`config.mk`:
```
export PLATFORM = sky130hd
export DESIGN_NAME = vmam_ctrl
export DESIGN_NICKNAME = d
export VERILOG_FILES = /design/src/rtl/vmam_pkg.sv /design/src/rtl/vmam_ctrl.sv
export SDC_FILE = /design/constraint.sdc
export NUM_CORES = 1
export LEC_CHECK = 0
export BUFFER_PORTS_ARGS = -buffer_cell sky130_fd_sc_hd__buf_2
export CAP_MARGIN = 20
export CORE_MARGIN = 2
export CORE_UTILIZATION = 40
export CTS_CLUSTER_SIZE = 28
export DETAILED_ROUTE_END_ITERATION = 10
export PLACE_DENSITY = 0.73
export RECOVER_POWER = 100
export REMOVE_ABC_BUFFERS = 1
export SYNTH_ARGS = -nofsm -noshare
export SYNTH_HDL_FRONTEND = slang
export SYNTH_SLANG_ARGS = --single-unit
```
`constraint.sdc`:
```
create_clock -name clk -period 1.6 [get_ports clk]
set_clock_uncertainty 0.05 [all_clocks]
set_input_delay 0.16 -clock clk [delete_from_list [all_inputs] [get_ports clk]]
set_output_delay 0.16 -clock clk [all_outputs]
set_load 0.02 [all_outputs]
```
`src/rtl/vmam_pkg.sv`:
```
// Package for the video memory address map: sizes, codes, beat payload types
// and the address-to-storage index function. No dependencies.
`default_nettype none

package vmam_pkg;

	localparam int PATTERN_BYTES = 8192;
	localparam int TABLE_BYTES   = 1024;
	localparam int PALETTE_BYTES = 32;

	// One flat storage array: pattern bytes, then both name tables, then palette
	localparam int MEM_DEPTH = PATTERN_BYTES + 2 * TABLE_BYTES + PALETTE_BYTES;
	localparam int IDX_W     = $clog2(MEM_DEPTH);

	localparam int ADDR_W = 14;
	localparam int DATA_W = 8;

	localparam logic [IDX_W-1:0] NT_BASE  = IDX_W'(PATTERN_BYTES);
	localparam logic [IDX_W-1:0] PAL_BASE = IDX_W'(PATTERN_BYTES + 2 * TABLE_BYTES);

	localparam logic [5:0]        PAL_PAGE  = 6'h3F;
	localparam logic [DATA_W-1:0] GRAY_MASK = 8'h30;

	localparam logic CMD_READ  = 1'b0;
	localparam logic CMD_WRITE = 1'b1;

	localparam logic MIRROR_HORZ = 1'b0;

	// Configuration register indexes
	localparam int   CFG_IDX_W  = 1;
	localparam logic REG_MIRROR = 1'b0;
	localparam logic REG_GRAY   = 1'b1;

	typedef struct packed {
		logic              command;
		logic [ADDR_W-1:0] address;
		logic [DATA_W-1:0] write_data;
	} req_t;

	typedef struct packed {
		logic [DATA_W-1:0] read_data;
	} rsp_t;

	// Flow-control signals from the controller to the datapath
	typedef struct packed {
		logic accept;
		logic clearing;
		logic s1_move;
	} ctrl_t;

	function automatic logic is_palette(input logic [ADDR_W-1:0] a);
		return a[13:8] == PAL_PAGE;
	endfunction

	function automatic logic [IDX_W-1:0] map_index(input logic [ADDR_W-1:0] a,
			input logic mirror);
		logic       tsel;
		logic [4:0] p;
		tsel = (mirror == MIRROR_HORZ) ? a[11] : a[10];
		p    = a[4:0];
		// palette entries 0x10/0x14/0x18/0x1C fold onto 0x00/0x04/0x08/0x0C
		if (a[4] && (a[1:0] == 2'b00)) begin
			p[4] = 1'b0;
		end
		if (!a[13]) begin
			return {1'b0, a[12:0]};
		end else if (!is_palette(a)) begin
			return NT_BASE + {3'b000, tsel, a[9:0]};
		end else begin
			return PAL_BASE + {9'b0, p};
		end
	endfunction

endpackage

`default_nettype wire

```
`src/rtl/vmam_ctrl.sv`:
```
// Flow control for the address map: post-reset clearing sweep, read stage
// and output register occupancy. Uses vmam_pkg::ctrl_t.
`default_nettype none

module vmam_ctrl #(
	parameter int DEPTH = vmam_pkg::MEM_DEPTH
) (
	input  wire logic                        clk,
	input  wire logic                        arst_n,
	input  wire logic                        in_valid,
	output logic                             in_ready,
	output logic                             out_valid,
	input  wire logic                        out_ready,
	output logic      [$clog2(DEPTH)-1:0]    clr_idx,
	output vmam_pkg::ctrl_t                  ctrl
);

	localparam int IDX_W = $clog2(DEPTH);
	localparam int CNT_W = $clog2(DEPTH + 1);
	localparam logic [CNT_W-1:0] CLR_END = CNT_W'(DEPTH);

	logic [CNT_W-1:0] clr_q;
	logic             s1_valid_q;
	logic             out_valid_q;
	logic             clearing;
	logic             s1_move;
	logic             accept;

	assign clearing = clr_q != CLR_END;
	assign s1_move  = s1_valid_q && (!out_valid_q || out_ready);
	assign in_ready = !clearing && (!s1_valid_q || s1_move);
	assign accept   = in_valid && in_ready;

	always_ff @(posedge clk or negedge arst_n) begin
		if (!arst_n) begin
			clr_q       <= '0;
			s1_valid_q  <= 1'b0;
			out_valid_q <= 1'b0;
		end else begin
			if (clearing) begin
				clr_q <= clr_q + 1'b1;
			end
			if (accept) begin
				s1_valid_q <= 1'b1;
			end else if (s1_move) begin
				s1_valid_q <= 1'b0;
			end
			if (s1_move) begin
				out_valid_q <= 1'b1;
			end else if (out_ready) begin
				out_valid_q <= 1'b0;
			end
		end
	end

	assign clr_idx       = clr_q[IDX_W-1:0];
	assign out_valid     = out_valid_q;
	assign ctrl.accept   = accept;
	assign ctrl.clearing = clearing;
	assign ctrl.s1_move  = s1_move;

	a_no_accept_in_clear: assert property (@(posedge clk) disable iff (!arst_n)
		accept |-> !clearing)
		else $error("beat accepted during clearing sweep");

	a_accept_fills_s1: assert property (@(posedge clk) disable iff (!arst_n)
		accept |=> s1_valid_q)
		else $error("accepted beat lost before read stage");

	a_stall_blocks_in: assert property (@(posedge clk) disable iff (!arst_n)
		(s1_valid_q && out_valid_q && !out_ready) |-> !in_ready)
		else $error("input taken while read stage is stalled");

	a_clear_steps: assert property (@(posedge clk) disable iff (!arst_n)
		clearing |=> (clr_q == $past(clr_q) + 1'b1))
		else $error("clearing sweep skipped an entry");

endmodule

`default_nettype wire

```
==> metrics.md <==
| Metric | Value |
|---|---|
| Req. time, crit path | `1.39 ns` |
| Inst Count DP | `136` |
| Initial antenna violation count | `0` |
| VDD IR max | `0.000380 V` |
| Failing checks | `setup timing` |
| Clk_lat worst skew | `0.29 ns` |
| Final routed DRC violation total | `0` |
| Num CTS Buffers | `3` |
| Largest stage delay on the critical path | `0.40 ns` |
| Placer Congestion | `0.879` |
| Global-route wire length before repair | `3180 um` |
| Sequential cell fraction of total power | `0.641` |
| Total track usage | `0.169` |
| Root buf cell | `clkbuf_4` |
| YS warnings | `0` |
| Measured slew at the worst slew-check pin | `0.872 ns` |
| Lkg Pwr | `0.501 nW` |
| Outcome | `finished with violations` |
| DRT Wirelength | `1940 um` |
| DRT antenna net count | `0` |
| Final Critical Period | `1.86 ns` |
| Die height | `49.1 um` |
| Fmax achieved | `538 MHz` |
| Design Area, Final | `0.00112 mm^2` |
| Synthesized area per cell | `10.7 um^2` |
| Crit-path max FO | `3` |
| #FFs+latches synth | `16` |
| TNS Setup | `-0.764 ns` |
| Synth Instances | `76` |
| Sequential area share after synthesis | `0.492` |
| Placed cell area | `0.00104 mm^2` |
| Syn-to-layout area delta | `37.5%` |
| Commonest non-fill, non-tap cell in the layout | `dfrtp_1` |
| Crit-path slowest cell | `dfrtp_1` |
| CP cell instances | `inv_2 > ha_4 > nor4b_4 > nand3b_1 > nor3_1 > buf_2` |
| Clk sinks | `16` |
| Share of total power in the clock network | `0.339` |
| Max Slew Vio Count | `0` |
| Post-placement setup slack | `-0.0192 ns` |
| Pwr dens | `563 mW/mm^2` |
| Switching portion of total power | `0.213` |
| # nets final | `124` |
| Hold Fails Final Rpt | `0` |
| Kind of critical path | `flip-flop to primary output` |
| Total grt overflow | `0` |
| Largest net degree at the start of global routing | `17` |
| Netlist Area Pre-Place | `815 um^2` |
| H-tree levels | `1` |
| Most frequent cells in the layout | `16 x dfrtp_1, 15 x clkbuf_1, 15 x buf_4, 9 x buf_2, 7 x xnor2_1` |
| Post-Route Utilization | `0.577` |
| Die ar. | `0.00241 mm^2` |
| Final non-filler cell total | `143` |
| Initial Util | `0.419` |
| Port Buffers | `22` |
| CP startpoint kind | `flip-flop` |
| Hold Crit Class | `input port to flip-flop` |
| Clock slew at reported path FFs | `0.09 ns` |
| ANT cells | `0` |
| 1st-iter DRT viols | `11` |
| Final HPWL from detailed placement | `1400 um` |
| Fin worst setup slack | `-0.257 ns` |
| Cell Rows | `16` |
| Internal power | `0.000496 W` |
| CORE AREA | `0.00194 mm^2` |
| Max_cap viols | `0` |
| CP Capture Type | `primary output` |
| Vias | `728` |
| Die X | `49.1 um` |
| Unrepaired setup endpoints after global routing | `yes` |
| Vias/cell | `5.09` |
| Logic pwr share | `0.020` |
| Buf/Inv on CP | `2` |
| Drt pass-1 iters | `4` |
| CTS tree | `done` |
| Period utilisation layout | `1.16` |
| Switching power | `0.000134 W` |
| Synth unique cells | `23` |
| Vias in the first global route | `728` |
| DR WL/cell | `13.5 um` |
| Max Root-Sink Buffers | `2` |
| Endpoints failing setup | `7` |
| IO Count | `23` |
| Layout cells sized above 1 | `0.310` |
| Crit-path leading delay family | `simple AND/OR/NAND/NOR gates` |
| Worst path arrival time | `1.65 ns` |
| Max-slew headroom | `0.419` |
## layout make-up
type                            count  area (um^2)
Sequential cell                    16          400
Multi-Input combinational cell     52          420
Clock buffer                        3         22.5
Timing Repair Buffer               40          224
Fill cell                         198          822
Inverter                            5         18.8
Tap cell                           27         33.8
## flip-flops by register name (all words and copies together) (netlist names)
signal,count
clr_idx,14
out_valid,1
s1_valid_q,1
## timing repair
item / CTS / global route
setup buffers: 3 / 0
endpoints found under the hold margin: 16 / 0
pin swaps: 4 / 1
hold buffers: 1 / 0
setup endpoints to repair: 3 / 6
resized for setup: 6 / 5
## path summary, 6_finish.rpt
check                      startpoint          end  slack (ns)  cells after the start
hold reg to reg            s1_valid_q    out_valid        0.43                      2
setup / recovery           clr_idx[0]      ctrl[2]       -0.26                      6
hold / removal               in_valid   s1_valid_q        0.08                      3
setup reg to reg           clr_idx[2]  clr_idx[12]       -0.03                      4
min in group asynchronous      arst_n  clr_idx[13]        0.44                      2
max in group asynchronous      arst_n   clr_idx[8]        0.52                      2
## Yosys cell counts, drive strengths merged
cell type	count	area, um^2
dfrtp	16	400
nor2	3	11.3
nor4	3	18.8
mux2	1	11.3
buf	3	22.5
nand2b	2	12.5
nor2b	1	6.26
xor2	5	43.8
a21o	1	7.51
inv	5	18.8
o22ai	1	6.26
nand3b	1	7.51
nor3	3	15.0
nand4b	2	17.5
nor4b	2	30.0
nor3b	2	15.0
nand3	5	25.0
xnor2	7	61.3
and4	1	8.76
nand4	4	25.0
ha	2	25.0
and2	1	6.26
nand2	5	18.8
## stage by stage
stage          hold WS [ns]  power (W)
2_1_floorplan        -0.186   0.000413
3_3_place_gp         0.0437   0.000424
3_5_place_dp         0.0444   0.000424
4_1_cts              0.0805   0.000630
5_1_grt              0.0988   0.000653
6_report             0.0811   0.000630
## worst reg2reg max path: stages, from the launching register on
cell,delay (ns)
dfrtp_1,0.40
clkbuf_1,0.27
nand4_1,0.30
nor4_2,0.37
xor2_1,0.18
## cell families (layout without fill, tap and decap cells)
| family | after synthesis | count (layout) | synth area share |
|---|---|---|---|
| compound gates | 2 | 2 | 0.0169 |
| xor+xnor | 12 | 12 | 0.129 |
| fa+ha+maj | 2 | 2 | 0.0307 |
| buf+inv | 8 | 48 | 0.0507 |
| flops | 16 | 16 | 0.492 |
| mux | 1 | 1 | 0.0138 |
| simple gates | 35 | 35 | 0.267 |
## routing by layer
layer | GRT usage | up-vias | part of all wire
met4 | 0.0714 | 0 | 0.018
met5 | 0 | - | 0
met2 | 0.293 | 25 | 0.52
li1 | - | 345 | -
met1 | 0.212 | 353 | 0.41
met3 | 0.0184 | 5 | 0.053
## power groups by stage
stage                     Clock, W  Combinational, W  Sequential, W
final                     0.000213         0.0000126       0.000404
after global routing      0.000235         0.0000144       0.000404
after CTS                 0.000212         0.0000137       0.000404
after detailed placement         0         0.0000118       0.000412
after global placement           0         0.0000117       0.000412
after floorplan                  0       0.000000388       0.000412
Note: power is estimated with default switching activity, not from simulation.
